$ cat config.mk
export PLATFORM = sky130hd
export DESIGN_NAME = kv_cache_scatter_address_gen
export DESIGN_NICKNAME = d
export VERILOG_FILES = /design/src/design/kvsa_pkg.sv /design/src/design/kv_cache_scatter_address_gen.sv /design/src/design/kvsa_front.sv /design/src/design/kvsa_queue.sv /design/src/design/kvsa_back.sv
export VERILOG_INCLUDE_DIRS = /design/src /design/src/design
export SDC_FILE = /design/constraint.sdc
export NUM_CORES = 2
export LEC_CHECK = 0
export BUFFER_PORTS_ARGS = -buffer_cell sky130_fd_sc_hd__buf_4
export CORE_UTILIZATION = 30
export DETAILED_ROUTE_END_ITERATION = 10
export PLACE_DENSITY = 0.48
export SETUP_SLACK_MARGIN = 0.3
export SYNTH_ARGS = -nofsm -noshare
export SYNTH_HDL_FRONTEND = slang
export SYNTH_HIERARCHICAL = 1
export SYNTH_SLANG_ARGS = --single-unit
$ cat constraint.sdc
create_clock -name clk -period 12 [get_ports clk]
set_input_delay 0.6 -clock clk [delete_from_list [all_inputs] [get_ports clk]]
set_output_delay 0.6 -clock clk [all_outputs]
set_load 0.1 [all_outputs]
$ cat src/design/kv_cache_scatter_address_gen_assert.svh
// assertion macros used by kvsa_back
`ifndef KV_CACHE_SCATTER_ADDRESS_GEN_ASSERT_SVH
`define KV_CACHE_SCATTER_ADDRESS_GEN_ASSERT_SVH
`ifndef SYNTHESIS
`define KVSA_ASSERT_IMP(label, ante, cons, msg) \
  label: assert property (@(posedge clk) disable iff (rst) (ante) |-> (cons)) \
    else $error(msg);
`define KVSA_ASSERT_NXT(label, ante, cons, msg) \
  label: assert property (@(posedge clk) disable iff (rst) (ante) |=> (cons)) \
    else $error(msg);
`else
`define KVSA_ASSERT_IMP(label, ante, cons, msg)
`define KVSA_ASSERT_NXT(label, ante, cons, msg)
`endif
`endif

$ cat src/design/kvsa_pkg.sv
`default_nettype none
package kvsa_pkg;

  localparam int ADDR_W      = 44;
  localparam int IDX_W       = 32;
  localparam int ERR_W       = 2;
  localparam int SEQ_REG_W   = 13;
  localparam int INNER_REG_W = 17;
  localparam int HEAD_REG_W  = 9;
  localparam int BATCH_REG_W = 9;
  localparam int CFG_IDX_W   = 3;
  localparam int CFG_DATA_W  = 17;
  localparam int QUEUE_DEPTH = 4;

  localparam int MAX_SEQ_DEF   = 4096;
  localparam int MAX_INNER_DEF = 65536;
  localparam int MAX_HEADS_DEF = 256;
  localparam int MAX_BATCH_DEF = 256;
  localparam int DATA_BITS_DEF = 32;

  localparam logic [ERR_W-1:0] ERR_OK        = 2'd0;
  localparam logic [ERR_W-1:0] ERR_NEG_INDEX = 2'd1;
  localparam logic [ERR_W-1:0] ERR_OVERFLOW  = 2'd2;
  localparam logic [ERR_W-1:0] ERR_TOO_LONG  = 2'd3;

  localparam logic [CFG_IDX_W-1:0] REG_CIRCULAR   = 3'd0;
  localparam logic [CFG_IDX_W-1:0] REG_MAX_SEQ    = 3'd1;
  localparam logic [CFG_IDX_W-1:0] REG_UPDATE_SEQ = 3'd2;
  localparam logic [CFG_IDX_W-1:0] REG_INNER      = 3'd3;
  localparam logic [CFG_IDX_W-1:0] REG_HEADS      = 3'd4;
  localparam logic [CFG_IDX_W-1:0] REG_BATCH      = 3'd5;

  typedef struct packed {
    logic start;
    logic end_inner;
    logic last;
  } kvsa_flags_t;

  function automatic int kvsa_bits(input int n);
    return (n > 1) ? $clog2(n) : 1;
  endfunction

  // zero acts as one, values above the bound act as the bound
  function automatic logic [31:0] kvsa_eff(input logic [31:0] v, input logic [31:0] bound);
    logic [31:0] r;
    r = v;
    if (v == 32'd0) begin
      r = 32'd1;
    end else if (v > bound) begin
      r = bound;
    end
    return r;
  endfunction

endpackage
`default_nettype wire

$ cat src/design/kv_cache_scatter_address_gen.sv
// channel  | handshake                 | payload
// ---------+---------------------------+---------------------------------------------
// in       | in_valid / in_ready       | write_index, update_value
// out      | out_valid / out_ready     | cache_address, write_data, write_enable,
//          |                           | error_code, last_element
// cfg      | cfg_valid / cfg_ready     | cfg_index, cfg_data
//
// one element per cycle in a slice while out_ready allows; pop -> stage A -> outputs
// the first element of each slice holds the back end for the slice base multiplies,
// plus in circular mode with no slice error for the bit-serial start-position remainder
// a 4-entry queue lets the front keep taking beats while the back end computes or stalls
// reset is synchronous; cfg_ready is always high and registers reset to linear mode and ones
`default_nettype none
module kv_cache_scatter_address_gen import kvsa_pkg::*; #(
  parameter int MAX_SEQ   = MAX_SEQ_DEF,
  parameter int MAX_INNER = MAX_INNER_DEF,
  parameter int MAX_HEADS = MAX_HEADS_DEF,
  parameter int MAX_BATCH = MAX_BATCH_DEF,
  parameter int DATA_BITS = DATA_BITS_DEF
) (
  input  logic                    clk,
  input  logic                    rst,
  input  logic                    in_valid,
  output logic                    in_ready,
  input  logic signed [IDX_W-1:0] write_index,
  input  logic [DATA_BITS-1:0]    update_value,
  output logic                    out_valid,
  input  logic                    out_ready,
  output logic [ADDR_W-1:0]       cache_address,
  output logic [DATA_BITS-1:0]    write_data,
  output logic                    write_enable,
  output logic [ERR_W-1:0]        error_code,
  output logic                    last_element,
  input  logic                    cfg_valid,
  output logic                    cfg_ready,
  input  logic [CFG_IDX_W-1:0]    cfg_index,
  input  logic [CFG_DATA_W-1:0]   cfg_data
);

  localparam int INNER_W = kvsa_bits(MAX_INNER);
  localparam int HEAD_W  = kvsa_bits(MAX_HEADS);
  localparam int BATCH_W = kvsa_bits(MAX_BATCH);
  localparam int Q_W     = $bits(kvsa_flags_t) + INNER_W + BATCH_W + HEAD_W + IDX_W + DATA_BITS;

  logic                   circular_mode;
  logic [SEQ_REG_W-1:0]   cache_len;
  logic [SEQ_REG_W-1:0]   update_seq_len;
  logic [INNER_REG_W-1:0] inner_count;
  logic [HEAD_REG_W-1:0]  heads_per_batch;
  logic [BATCH_REG_W-1:0] batch_count;

  logic [SEQ_REG_W-1:0]   ms_eff;
  logic [SEQ_REG_W-1:0]   us_eff;
  logic [INNER_REG_W-1:0] ic_eff;
  logic [HEAD_REG_W-1:0]  hp_eff;
  logic [BATCH_REG_W-1:0] bc_eff;

  kvsa_flags_t          f_flags;
  logic [INNER_W-1:0]   f_inner;
  logic [BATCH_W-1:0]   f_batch;
  logic [HEAD_W-1:0]    f_head;
  logic [IDX_W-1:0]     f_index;
  logic [DATA_BITS-1:0] f_data;
  logic                 q_push;
  logic                 q_push_ready;
  logic [Q_W-1:0]       q_in;
  logic                 q_pop_valid;
  logic                 q_pop;
  logic [Q_W-1:0]       q_out;

  kvsa_flags_t          b_flags;
  logic [INNER_W-1:0]   b_inner;
  logic [BATCH_W-1:0]   b_batch;
  logic [HEAD_W-1:0]    b_head;
  logic [IDX_W-1:0]     b_index;
  logic [DATA_BITS-1:0] b_data;

  assign cfg_ready = 1'b1;

  always_ff @(posedge clk) begin
    if (rst) begin
      circular_mode   <= 1'b0;
      cache_len       <= SEQ_REG_W'(1);
      update_seq_len  <= SEQ_REG_W'(1);
      inner_count     <= INNER_REG_W'(1);
      heads_per_batch <= HEAD_REG_W'(1);
      batch_count     <= BATCH_REG_W'(1);
    end else if (cfg_valid && cfg_ready) begin
      case (cfg_index)
        REG_CIRCULAR:   circular_mode   <= cfg_data[0];
        REG_MAX_SEQ:    cache_len       <= cfg_data[SEQ_REG_W-1:0];
        REG_UPDATE_SEQ: update_seq_len  <= cfg_data[SEQ_REG_W-1:0];
        REG_INNER:      inner_count     <= cfg_data[INNER_REG_W-1:0];
        REG_HEADS:      heads_per_batch <= cfg_data[HEAD_REG_W-1:0];
        REG_BATCH:      batch_count     <= cfg_data[BATCH_REG_W-1:0];
        default: ;
      endcase
    end
  end

  assign ms_eff = SEQ_REG_W'(kvsa_eff(32'(cache_len), 32'(MAX_SEQ)));
  assign us_eff = SEQ_REG_W'(kvsa_eff(32'(update_seq_len), 32'(MAX_SEQ)));
  assign ic_eff = INNER_REG_W'(kvsa_eff(32'(inner_count), 32'(MAX_INNER)));
  assign hp_eff = HEAD_REG_W'(kvsa_eff(32'(heads_per_batch), 32'(MAX_HEADS)));
  assign bc_eff = BATCH_REG_W'(kvsa_eff(32'(batch_count), 32'(MAX_BATCH)));

  kvsa_front #(
    .MAX_SEQ   (MAX_SEQ),
    .MAX_INNER (MAX_INNER),
    .MAX_HEADS (MAX_HEADS),
    .MAX_BATCH (MAX_BATCH),
    .DATA_BITS (DATA_BITS)
  ) u_front (
    .clk          (clk),
    .rst          (rst),
    .us_eff       (us_eff),
    .ic_eff       (ic_eff),
    .hp_eff       (hp_eff),
    .bc_eff       (bc_eff),
    .in_valid     (in_valid),
    .in_ready     (in_ready),
    .write_index  (write_index),
    .update_value (update_value),
    .push         (q_push),
    .push_ready   (q_push_ready),
    .rec_flags    (f_flags),
    .rec_inner    (f_inner),
    .rec_batch    (f_batch),
    .rec_head     (f_head),
    .rec_index    (f_index),
    .rec_data     (f_data)
  );

  assign q_in = {f_flags, f_inner, f_batch, f_head, f_index, f_data};

  kvsa_queue #(
    .WIDTH (Q_W),
    .DEPTH (QUEUE_DEPTH)
  ) u_queue (
    .clk        (clk),
    .rst        (rst),
    .push       (q_push),
    .push_ready (q_push_ready),
    .push_data  (q_in),
    .pop_valid  (q_pop_valid),
    .pop        (q_pop),
    .pop_data   (q_out)
  );

  assign {b_flags, b_inner, b_batch, b_head, b_index, b_data} = q_out;

  kvsa_back #(
    .MAX_SEQ   (MAX_SEQ),
    .MAX_INNER (MAX_INNER),
    .MAX_HEADS (MAX_HEADS),
    .MAX_BATCH (MAX_BATCH),
    .DATA_BITS (DATA_BITS)
  ) u_back (
    .clk           (clk),
    .rst           (rst),
    .circular      (circular_mode),
    .ms_eff        (ms_eff),
    .us_eff        (us_eff),
    .ic_eff        (ic_eff),
    .hp_eff        (hp_eff),
    .rec_valid     (q_pop_valid),
    .rec_ready     (q_pop),
    .rec_flags     (b_flags),
    .rec_inner     (b_inner),
    .rec_batch     (b_batch),
    .rec_head      (b_head),
    .rec_index     (b_index),
    .rec_data      (b_data),
    .out_valid     (out_valid),
    .out_ready     (out_ready),
    .cache_address (cache_address),
    .write_data    (write_data),
    .write_enable  (write_enable),
    .error_code    (error_code),
    .last_element  (last_element)
  );

endmodule
`default_nettype wire

$ cat src/design/kvsa_front.sv
`default_nettype none
module kvsa_front import kvsa_pkg::*; #(
  parameter int MAX_SEQ   = MAX_SEQ_DEF,
  parameter int MAX_INNER = MAX_INNER_DEF,
  parameter int MAX_HEADS = MAX_HEADS_DEF,
  parameter int MAX_BATCH = MAX_BATCH_DEF,
  parameter int DATA_BITS = DATA_BITS_DEF,
  localparam int SEQ_W    = kvsa_bits(MAX_SEQ),
  localparam int INNER_W  = kvsa_bits(MAX_INNER),
  localparam int HEAD_W   = kvsa_bits(MAX_HEADS),
  localparam int BATCH_W  = kvsa_bits(MAX_BATCH)
) (
  input  logic                   clk,
  input  logic                   rst,
  input  logic [SEQ_REG_W-1:0]   us_eff,
  input  logic [INNER_REG_W-1:0] ic_eff,
  input  logic [HEAD_REG_W-1:0]  hp_eff,
  input  logic [BATCH_REG_W-1:0] bc_eff,
  input  logic                   in_valid,
  output logic                   in_ready,
  input  logic [IDX_W-1:0]       write_index,
  input  logic [DATA_BITS-1:0]   update_value,
  output logic                   push,
  input  logic                   push_ready,
  output kvsa_flags_t            rec_flags,
  output logic [INNER_W-1:0]     rec_inner,
  output logic [BATCH_W-1:0]     rec_batch,
  output logic [HEAD_W-1:0]      rec_head,
  output logic [IDX_W-1:0]       rec_index,
  output logic [DATA_BITS-1:0]   rec_data
);

  logic [INNER_W-1:0] inner_cnt;
  logic [SEQ_W-1:0]   seq_cnt;
  logic [HEAD_W-1:0]  head_cnt;
  logic [BATCH_W-1:0] batch_cnt;
  logic end_inner, end_seq, end_head, end_batch;

  // a counter at or above its limit counts as being at its end
  assign end_inner = (32'(inner_cnt) + 32'd1) >= 32'(ic_eff);
  assign end_seq   = (32'(seq_cnt) + 32'd1) >= 32'(us_eff);
  assign end_head  = (32'(head_cnt) + 32'd1) >= 32'(hp_eff);
  assign end_batch = (32'(batch_cnt) + 32'd1) >= 32'(bc_eff);

  assign in_ready = push_ready;
  assign push     = in_valid && push_ready;

  assign rec_flags.start     = (inner_cnt == '0) && (seq_cnt == '0);
  assign rec_flags.end_inner = end_inner;
  assign rec_flags.last      = end_inner && end_seq && end_head && end_batch;
  assign rec_inner = inner_cnt;
  assign rec_batch = batch_cnt;
  assign rec_head  = head_cnt;
  assign rec_index = write_index;
  assign rec_data  = update_value;

  always_ff @(posedge clk) begin
    if (rst) begin
      inner_cnt <= '0;
      seq_cnt   <= '0;
      head_cnt  <= '0;
      batch_cnt <= '0;
    end else if (push) begin
      if (!end_inner) begin
        inner_cnt <= inner_cnt + INNER_W'(1);
      end else begin
        inner_cnt <= '0;
        if (!end_seq) begin
          seq_cnt <= seq_cnt + SEQ_W'(1);
        end else begin
          seq_cnt <= '0;
          if (!end_head) begin
            head_cnt <= head_cnt + HEAD_W'(1);
          end else begin
            head_cnt  <= '0;
            batch_cnt <= end_batch ? '0 : batch_cnt + BATCH_W'(1);
          end
        end
      end
    end
  end

endmodule
`default_nettype wire

$ cat src/design/kvsa_queue.sv
`default_nettype none
module kvsa_queue import kvsa_pkg::*; #(
  parameter int WIDTH   = 8,
  parameter int DEPTH   = QUEUE_DEPTH,
  localparam int PTR_W  = kvsa_bits(DEPTH),
  localparam int CNT_W  = kvsa_bits(DEPTH + 1)
) (
  input  logic             clk,
  input  logic             rst,
  input  logic             push,
  output logic             push_ready,
  input  logic [WIDTH-1:0] push_data,
  output logic             pop_valid,
  input  logic             pop,
  output logic [WIDTH-1:0] pop_data
);

  logic [WIDTH-1:0] slots [DEPTH];
  logic [PTR_W-1:0] wptr;
  logic [PTR_W-1:0] rptr;
  logic [CNT_W-1:0] count;

  assign push_ready = count != CNT_W'(DEPTH);
  assign pop_valid  = count != '0;
  assign pop_data   = slots[rptr];

  always_ff @(posedge clk) begin
    if (push) begin
      slots[wptr] <= push_data;
    end
  end

  always_ff @(posedge clk) begin
    if (rst) begin
      wptr  <= '0;
      rptr  <= '0;
      count <= '0;
    end else begin
      if (push) begin
        wptr <= (wptr == PTR_W'(DEPTH - 1)) ? '0 : wptr + PTR_W'(1);
      end
      if (pop) begin
        rptr <= (rptr == PTR_W'(DEPTH - 1)) ? '0 : rptr + PTR_W'(1);
      end
      if (push && !pop) begin
        count <= count + CNT_W'(1);
      end else if (pop && !push) begin
        count <= count - CNT_W'(1);
      end
    end
  end

endmodule
`default_nettype wire

$ cat src/design/kvsa_back.sv
`default_nettype none
`include "kv_cache_scatter_address_gen_assert.svh"
module kvsa_back import kvsa_pkg::*; #(
  parameter int MAX_SEQ    = MAX_SEQ_DEF,
  parameter int MAX_INNER  = MAX_INNER_DEF,
  parameter int MAX_HEADS  = MAX_HEADS_DEF,
  parameter int MAX_BATCH  = MAX_BATCH_DEF,
  parameter int DATA_BITS  = DATA_BITS_DEF,
  localparam int POS_W     = kvsa_bits(MAX_SEQ),
  localparam int INNER_W   = kvsa_bits(MAX_INNER),
  localparam int HEAD_W    = kvsa_bits(MAX_HEADS),
  localparam int BATCH_W   = kvsa_bits(MAX_BATCH)
) (
  input  logic                   clk,
  input  logic                   rst,
  input  logic                   circular,
  input  logic [SEQ_REG_W-1:0]   ms_eff,
  input  logic [SEQ_REG_W-1:0]   us_eff,
  input  logic [INNER_REG_W-1:0] ic_eff,
  input  logic [HEAD_REG_W-1:0]  hp_eff,
  input  logic                   rec_valid,
  output logic                   rec_ready,
  input  kvsa_flags_t            rec_flags,
  input  logic [INNER_W-1:0]     rec_inner,
  input  logic [BATCH_W-1:0]     rec_batch,
  input  logic [HEAD_W-1:0]      rec_head,
  input  logic [IDX_W-1:0]       rec_index,
  input  logic [DATA_BITS-1:0]   rec_data,
  output logic                   out_valid,
  input  logic                   out_ready,
  output logic [ADDR_W-1:0]      cache_address,
  output logic [DATA_BITS-1:0]   write_data,
  output logic                   write_enable,
  output logic [ERR_W-1:0]       error_code,
  output logic                   last_element
);

  localparam int SLICE_W   = ((BATCH_W + HEAD_REG_W > HEAD_W) ? BATCH_W + HEAD_REG_W : HEAD_W) + 1;
  localparam int BASE1_W   = SLICE_W + SEQ_REG_W;
  localparam int BASE2_W   = BASE1_W + INNER_REG_W;
  localparam int ELEM_W    = POS_W + INNER_REG_W;
  localparam int DIV_CNT_W = kvsa_bits(IDX_W - 1);

  localparam int STATE_W = 3;
  localparam logic [STATE_W-1:0] ST_RUN   = 3'd0;
  localparam logic [STATE_W-1:0] ST_SLICE = 3'd1;
  localparam logic [STATE_W-1:0] ST_MS    = 3'd2;
  localparam logic [STATE_W-1:0] ST_IC    = 3'd3;
  localparam logic [STATE_W-1:0] ST_DIV   = 3'd4;

  logic [STATE_W-1:0]   state;
  logic                 prepared;
  logic [IDX_W-1:0]     raw_l;
  logic [BATCH_W-1:0]   batch_l;
  logic [HEAD_W-1:0]    head_l;
  logic [SLICE_W-1:0]   slice_idx;
  logic [BASE1_W-1:0]   base1;
  logic [ADDR_W-1:0]    slice_base;
  logic [ERR_W-1:0]     slice_error;
  logic [POS_W-1:0]     pos;
  logic [SEQ_REG_W:0]   rem;
  logic [IDX_W-2:0]     div_sh;
  logic [DIV_CNT_W-1:0] div_cnt;

  logic                 valid_a;
  logic [ADDR_W-1:0]    base_a;
  logic [ELEM_W-1:0]    prod_a;
  logic [INNER_W-1:0]   inner_a;
  logic [ERR_W-1:0]     err_a;
  logic [DATA_BITS-1:0] data_a;
  logic                 last_a;

  logic [SLICE_W-1:0]   slice_w;
  logic [BASE1_W-1:0]   base1_w;
  logic [BASE2_W-1:0]   base2_w;
  logic [ELEM_W-1:0]    elem_prod;
  logic [SEQ_REG_W:0]   trial;
  logic [SEQ_REG_W:0]   rem_next;
  logic [ERR_W-1:0]     err_w;
  logic [POS_W-1:0]     pos_next;
  logic                 calc_go;
  logic                 div_need;
  logic                 advance_a;
  logic                 pop;

  assign slice_w   = batch_l * hp_eff + head_l;
  assign base1_w   = slice_idx * ms_eff;
  assign base2_w   = base1 * ic_eff;
  assign elem_prod = pos * ic_eff;

  // restoring remainder, one index bit per cycle
  assign trial    = {rem[SEQ_REG_W-1:0], div_sh[IDX_W-2]};
  assign rem_next = (trial >= {1'b0, ms_eff}) ? trial - {1'b0, ms_eff} : trial;

  assign pos_next = ((32'(pos) + 32'd1) >= 32'(ms_eff)) ? '0 : pos + POS_W'(1);

  always_comb begin
    if (us_eff > ms_eff) begin
      err_w = ERR_TOO_LONG;
    end else if (rec_index[IDX_W-1]) begin
      err_w = ERR_NEG_INDEX;
    end else if (!circular &&
                 ((IDX_W + 1)'(rec_index) + (IDX_W + 1)'(us_eff)) > (IDX_W + 1)'(ms_eff)) begin
      err_w = ERR_OVERFLOW;
    end else begin
      err_w = ERR_OK;
    end
  end

  assign div_need  = circular && (slice_error == ERR_OK);
  assign calc_go   = (state == ST_RUN) && rec_valid && rec_flags.start && !prepared;
  assign advance_a = valid_a && (!out_valid || out_ready);
  assign pop       = (state == ST_RUN) && rec_valid && (!rec_flags.start || prepared) &&
                     (!valid_a || advance_a);
  assign rec_ready = pop;

  always_ff @(posedge clk) begin
    if (rst) begin
      state     <= ST_RUN;
      prepared  <= 1'b0;
      valid_a   <= 1'b0;
      out_valid <= 1'b0;
    end else begin
      case (state)
        ST_RUN: begin
          if (calc_go) begin
            state <= ST_SLICE;
          end
        end
        ST_SLICE: state <= ST_MS;
        ST_MS:    state <= ST_IC;
        ST_IC: begin
          state <= div_need ? ST_DIV : ST_RUN;
        end
        ST_DIV: begin
          if (div_cnt == '0) begin
            state <= ST_RUN;
          end
        end
        default: state <= ST_RUN;
      endcase

      if ((state == ST_IC && !div_need) || (state == ST_DIV && div_cnt == '0)) begin
        prepared <= 1'b1;
      end else if (pop && rec_flags.start) begin
        prepared <= 1'b0;
      end

      if (pop) begin
        valid_a <= 1'b1;
      end else if (advance_a) begin
        valid_a <= 1'b0;
      end

      if (advance_a) begin
        out_valid <= 1'b1;
      end else if (out_ready) begin
        out_valid <= 1'b0;
      end
    end
  end

  always_ff @(posedge clk) begin
    if (calc_go) begin
      raw_l       <= rec_index;
      batch_l     <= rec_batch;
      head_l      <= rec_head;
      slice_error <= err_w;
      div_sh      <= rec_index[IDX_W-2:0];
      rem         <= '0;
      div_cnt     <= DIV_CNT_W'(IDX_W - 2);
    end
    if (state == ST_SLICE) begin
      slice_idx <= slice_w;
    end
    if (state == ST_MS) begin
      base1 <= base1_w;
    end
    if (state == ST_IC) begin
      slice_base <= ADDR_W'(base2_w);
      if (!div_need) begin
        pos <= (slice_error == ERR_OK) ? POS_W'(raw_l) : '0;
      end
    end
    if (state == ST_DIV) begin
      rem     <= rem_next;
      div_sh  <= div_sh << 1;
      div_cnt <= div_cnt - DIV_CNT_W'(1);
      if (div_cnt == '0) begin
        pos <= POS_W'(rem_next);
      end
    end
    if (pop) begin
      base_a  <= slice_base;
      prod_a  <= elem_prod;
      inner_a <= rec_inner;
      err_a   <= slice_error;
      data_a  <= rec_data;
      last_a  <= rec_flags.last;
      if (rec_flags.end_inner) begin
        pos <= pos_next;
      end
    end
    if (advance_a) begin
      if (err_a == ERR_OK) begin
        cache_address <= base_a + ADDR_W'(prod_a) + ADDR_W'(inner_a);
        write_data    <= data_a;
        write_enable  <= 1'b1;
      end else begin
        cache_address <= '0;
        write_data    <= '0;
        write_enable  <= 1'b0;
      end
      error_code   <= err_a;
      last_element <= last_a;
    end
  end

  `KVSA_ASSERT_IMP(a_no_pop_in_calc, state != ST_RUN, !rec_ready, "beat popped during slice setup")
  `KVSA_ASSERT_IMP(a_start_prepared, rec_ready && rec_flags.start, prepared, "slice start popped early")
  `KVSA_ASSERT_NXT(a_calc_entry, calc_go, state == ST_SLICE, "slice setup not entered")
  `KVSA_ASSERT_IMP(a_enable_code, out_valid, write_enable == (error_code == ERR_OK), "enable mismatch")
  `KVSA_ASSERT_IMP(a_suppressed_zero, out_valid && !write_enable, cache_address == '0 && write_data == '0, "suppressed beat not zero")

endmodule
`default_nettype wire

After elaboration in Yosys (flattened, before gate mapping)
Memories as Yosys holds them, arrays and structs flattened. A register that Yosys moved wholly into a read port is not among the register bits.
Cells that the tools add are included.
{ "op_classes": {"addsub": 20, "multipliers": 4, "magnitude_cmp": 13, "n_eq_ne": 14, "muxes": 50, "n_reduce_logical": 59} }
{ "ops": {"columns": ["operator", "count"], "rows": [
  ["two-way mux 12 bit", 9],
  ["two-way mux 13 bit", 7],
  ["greater-or-equal comparator 32 x 13 -> 1 bit", 2],
  ["greater-or-equal comparator 32 x 9 -> 1 bit", 2],
  ["two-way mux 31 bit", 2],
  ["adder 44 x 16 -> 44 bit", 1],
  ["adder 44 x 29 -> 44 bit", 1],
  ["multiplier 31 x 17 -> 44 bit", 1],
  ["two-way mux 9 bit", 4],
  ["two-way mux 17 bit", 2],
  ["adder 32 x 13 -> 33 bit", 1],
  ["> comparator 33 x 13 -> 1 bit", 1],
  ["greater-or-equal comparator 32 x 17 -> 1 bit", 1],
  ["multiplier 18 x 13 -> 31 bit", 1],
  ["multiplier 12 x 17 -> 29 bit", 1],
  ["adder 12 x 1 -> 13 bit, second input constant", 2],
  ["> comparator 13 bit, second input constant", 2],
  ["logical NOT 13 bit", 2],
  ["adder 12 x 1 -> 12 bit, second input constant", 2],
  ["adder 17 x 8 -> 18 bit", 1],
  ["adder 8 x 1 -> 9 bit, second input constant", 2],
  ["> comparator 9 bit, second input constant", 2],
  ["logical AND 1 bit", 18],
  ["logical NOT 9 bit", 2],
  ["other kinds (39)", 91]
]} }
{ "word_totals": {"register_bits": 507, "ram_bits": 396, "in_bits": 89, "out_inout_bits": 83, "elab_cells": 202, "mem_count": 1} }
{ "mem_list": {"columns": ["name", "words", "width", "read_ports", "rd_ports_with_merged_regs", "wr", "line_no", "source"], "rows": [
  ["u_queue.slots", 4, 99, 1, 1, 1, "kvsa_queue.sv:18", "logic [WIDTH-1:0] slots [DEPTH];"]
]} }

Longest topological paths before layout
{ "depth": {"ltp_word": 9, "depth_mapped": 28, "depth_no_buf": 26} }

By module
Netlist, hierarchy kept.
{ "modules_own_cells": {"columns": ["mod", "n_inst", "cells_each", "area_per_inst_um2", "seq_area_each_um2"], "rows": [
  ["kvsa_back", 1, 5119, 50365.8, 11641.2],
  ["kvsa_queue", 1, 562, 14691.6, 12071.6],
  ["kvsa_front", 1, 591, 4620.7, 880.8],
  ["kv_cache_scatter_address_gen", 1, 354, 2807.7, 1241.2]
]} }

Least setup slack after synthesis
No wires, ideal clock.
{ "synth_timing": {"kind": "register to register", "startpoint": "reg inner_count[0]", "endpoint": "reg u_back.slice_base[43], data pin", "setup_ps": 277, "arrival_time_ps": 6930, "required_time_ps": 11723, "setup_slack_ps": 4793, "stages_incl_launch_ff": 26, "n_path_buf": 2, "period_less_slack_ps": 7207, "cell_sequence": "dfxtp_1 nor4_2 a41oi_2 nor2b_1 clkbuf_1 clkbuf_1 nand2_1 fa_1 inv_1 fa_1 fa_1 fa_1 fa_1 inv_1 fa_1 inv_1 ha_1 a21oi_1 o21ai_0 a221oi_1 a31oi_1 nor4_2 o31ai_2 a21bo_2 a2111oi_0 a311oi_1"} }
{ "synth_via": {"elab_chain_len": 4, "word_cells_on_any_way": 5, "cone_classes": "1 x mul; 1 x order compare; 2 x mux; 1 x reduce/logical"} }
{ "synth_lines": {"columns": ["item", "line_no", "source"], "rows": [
  ["start, declared", "kv_cache_scatter_address_gen.sv:48", "logic [INNER_REG_W-1:0] inner_count;"],
  ["start signal, assigned", "kv_cache_scatter_address_gen.sv:93", "REG_INNER: inner_count <= cfg_data[INNER_REG_W-1:0];"],
  ["> comparator 17 bit", "kvsa_pkg.sv:49", "end else if (v > bound) begin"],
  ["two-way mux 17 bit", "kvsa_pkg.sv:49", null],
  ["two-way mux 17 bit (*)", "kvsa_pkg.sv:47", "if (v == 32'd0) begin"],
  ["net ic_eff[13]", "kv_cache_scatter_address_gen.sv:54", "logic [INNER_REG_W-1:0] ic_eff;"],
  ["multiplier 31 x 17 -> 44 bit (*)", "kvsa_back.sv:88", "assign base2_w = base1 * ic_eff;"],
  ["net u_back.base2_w[43]", "kvsa_back.sv:75", "logic [BASE2_W-1:0] base2_w;"],
  ["end signal, assigned", "kvsa_back.sv:180", "slice_base <= ADDR_W'(base2_w);"],
  ["end, declared", "kvsa_back.sv:58", "logic [ADDR_W-1:0] slice_base;"]
]} }
The timed path passes the listed nets; every way through them passes the cells marked *.
A chain may end at the register's enable or synchronous reset.

Worst setup path in the final report
{ "layout_timing": {"startpoint": "reg inner_count[12]", "endpoint": "reg u_back.slice_base[43], data pin"} }
The elaborated chain is that of the path after synthesis.

==> impl_metrics.tcl <==
set metrics [dict create \
    grt_max_degree 78 \
    min_period_ns 8.76 \
    synthMuxAreaShare 0.0359 \
    yosys-top-cells-area "edfxtp_1, fa_1, ha_1, inv_1, nand2_1" \
    synth_top_area_share 0.319 \
    num_rows 180 \
    hold_class "input port to flop" \
    fin_setup_tns_ns 0 \
    dp_hpwl_mm 136 \
    slew_headroom 0.132 \
    power.leakage_nw 33.5 \
    num_vias 47000 \
    core_area_um2 240000 \
    synth_area_per_cell_um2 10.9 \
    yosysMostFrequentCell "inv_1" \
    peakVddDrop_uv 140 \
    yosys.area_share.simple 0.134 \
    synth_area_um2 72500 \
    setup_viol_count_final 0 \
    synth_fa_ha_area_frac 0.306 \
    setup_slack_ns 3.24 \
    worstMarginPinSlew_ns 1.30 \
    worstSetupPathType "flop to flop" \
    ys_async_sr_fraction 0 \
    grt_pass1_vias 49700 \
    die_area_um2 244000 \
    synth_nets 7995 \
    cts_setup_buffers 0 \
    drtIter0Drc 2553 \
    worstReg2RegStart "inner_count[12]" \
    fin_area_um2 80600 \
    yosysSeqAreaShare 0.356 \
    synth_edf_count 771 \
    cts-resized-gates 0 \
    antenna_found_initial 11 \
    yosysWarnings 6 \
    synth-compound-area-share 0.0657 \
    cp-start-kind "flop" \
    fmax_ghz 0.114 \
    cts-buffers-inserted 98 \
    placed_area_um2 76700 \
    r2r_slack_ns 3.24 \
    clkLatencyLatePin_ns 0.74 \
    whs_ns 0.0809 \
    finalNetCount 8029 \
    routed_wl_mm 187 \
    endpoint_kind "flop" \
    cts_tree "done" \
    cp.arrival_ns 9.17 \
    clk_root_buffer_cell "clkbuf_16" \
    rsz0062_at_grt "false" \
    hold_path.startpoint "write_index[1]" \
    period_share 0.730 \
    htreeDepth 3 \
    post-place-ws_ns 3.20 \
    drc 0 \
    cts_num_sinks 905 \
    grtUsageTotal 0.154 \
    cts.clk_slew.worst_paths_ns 0.06 \
    grt_pass1_wl_mm 292 \
    areaGrowthSynthToFinish_pct 11.3 \
    ant_nets 0 \
    status "complete, no violations" \
    postSynthCellCount 6626 \
    synthDistinctLibCells 113 \
    ys_seq_elements 905 \
    start_util 0.302 \
    io_pins 172 \
    cts_buffer_depth 3 \
    required_ns 12.41 \
    synthXorXnorAreaFrac 0.0225 \
    synth_top_family_by_area "adder cells" \
    hold_viol 0 \
    synth-main-ff-cell "edfxtp_1" \
    routedWlPerCell_um 18.9 \
    place.gp.congestion 0.834 \
    die_w_um 494 \
    drive_above_1_share 0.0888 \
    worstPathMaxFanout 27 \
    crit_path_start "inner_count[12]" \
    viasPerCell 4.73 \
    fin_skew_ns 0.0487 \
    power.density_nw_per_um2 161 \
    yosysTopAreaCell "edfxtp_1" \
    die_h_um 494 \
    synth_common_cells "inv_1, nand2_1, fa_1" \
    globalRouteOverflowTotal 0 \
    portBuffers 170 \
    slew_violations 0 \
    final_util 0.336 \
    max-cap-violations 0 \
    firstDrtPassIters 5 \
]
[power by group]
group / total (mW) / switching, mW / internal, mW
Clock: 3.09 / 1.31 / 1.78
Combinational: 5.08 / 3.20 / 1.87
Sequential: 4.85 / 0.567 / 4.28
Total: 13.0 / 5.08 / 7.93
[kinds of logic (layout without fill, tap and decap cells)]
family / count (synthesis) / in the layout
other: 1 / 4
adders and majority gates: 1280 / 1280
xor gates and xnor gates: 186 / 186
AOI/OAI and AO/OA: 696 / 696
buffers and inverters: 1426 / 1544
and+or+nand+nor: 1997 / 1997
muxes: 135 / 135
DFF: 905 / 905
[through the flow]
step / cells / power, mW
4_1_cts: 9929 / 13.2
3_3_place_gp: 9688 / 9.98
2_1_floorplan: 6626 / 8.49
3_5_place_dp: 9688 / 10.0
5_1_grt: 9930 / 13.9
6_report: 9932 / 13.0
[path summary, 6_finish.rpt]
| path | depth (start not counted) | endpoint |
|---|---|---|
| max | 24 | u_back/slice_base[43] |
| min | 1 | u_queue/slots[1][33] |
| max reg2reg | 24 | u_back/slice_base[43] |
| min reg2reg | 0 | u_back/base_a[20] |
[routing by layer]
layer / track usage / routed length (um) / part of all wire / vias up
li1: - / - / - / 21800
met1: 0.219 / 89800 / 0.48 / 24000
met2: 0.248 / 85700 / 0.46 / 1012
met3: 0.0216 / 8610 / 0.046 / 202
met4: 0.0312 / 3160 / 0.017 / 0
met5: 0 / 0 / 0 / -
[placed cells by master (no fill, tap or decap), drive strengths merged, types with 19 or more instances in the layout]
cell and count:
o21a 30, mux4 99, dlygate4sd3 57, ha 455, buf 245, edfxtp 771, a21oi 218, nand2 933
and2 406, and3 44, nor2b 78, xnor2 124, nor4 28, nor3 52, fa 825, a22o 30
mux2i 29, o21ai 112, nand4 42, o31ai 19, dfxtp 134, a21o 61, a211oi 38, nand2b 32
clkbuf 129, xor2 62, clkinv 40, nor2 209, inv 1060, nand3 89
[area by class of cell]
| cell class | count | area, um2 |
|---|---|---|
| clock inverter | 55 | 599 |
| fill | 24100 | 160000 |
| sequential | 905 | 25800 |
| clock buffer | 129 | 2720 |
| antenna | 3 | 7.51 |
| timing repair buffer | 302 | 2410 |
| tap | 3185 | 3990 |
| inverter | 1058 | 3970 |
| multi-input combinational | 4295 | 41100 |
[critical path, cell delays in order (launching register included)]
cell      delay (ns)
dfxtp_1         0.33
nor4_2          0.34
a41oi_2         0.63
nor2b_4         0.69
buf_4           0.47
nand2_1         0.15
fa_1            0.57
inv_1           0.05
fa_1            0.46
fa_1            0.53
fa_1            0.53
fa_1            0.56
inv_1           0.07
fa_1            0.56
inv_1           0.05
ha_1            0.37
and4_1          0.28
and4_1          0.24
o211ai_1        0.16
a31oi_1         0.34
nor4_2          0.09
o31ai_2         0.35
nand2_1         0.17
a21oi_1         0.28
a311oi_1        0.15
[registers in the layout, summed over array words and instances, names as in the netlist, 17 cells and up, named ones only]
name                  cells
inner_count              17
u_back/slice_idx         18
u_back/cache_address     44
u_back/data_a            32
u_queue/slots           396
u_back/base_a            44
u_back/div_sh            31
u_back/write_data        32
u_back/base1             31
u_back/slice_base        44
u_back/prod_a            29
[timing repair]
action,in CTS,in global routing
hold buffers,57,0
hold endpoints to repair,220,0
endpoints found under the setup margin,0,0
No activity file was read; power rests on OpenSTA's default activity.
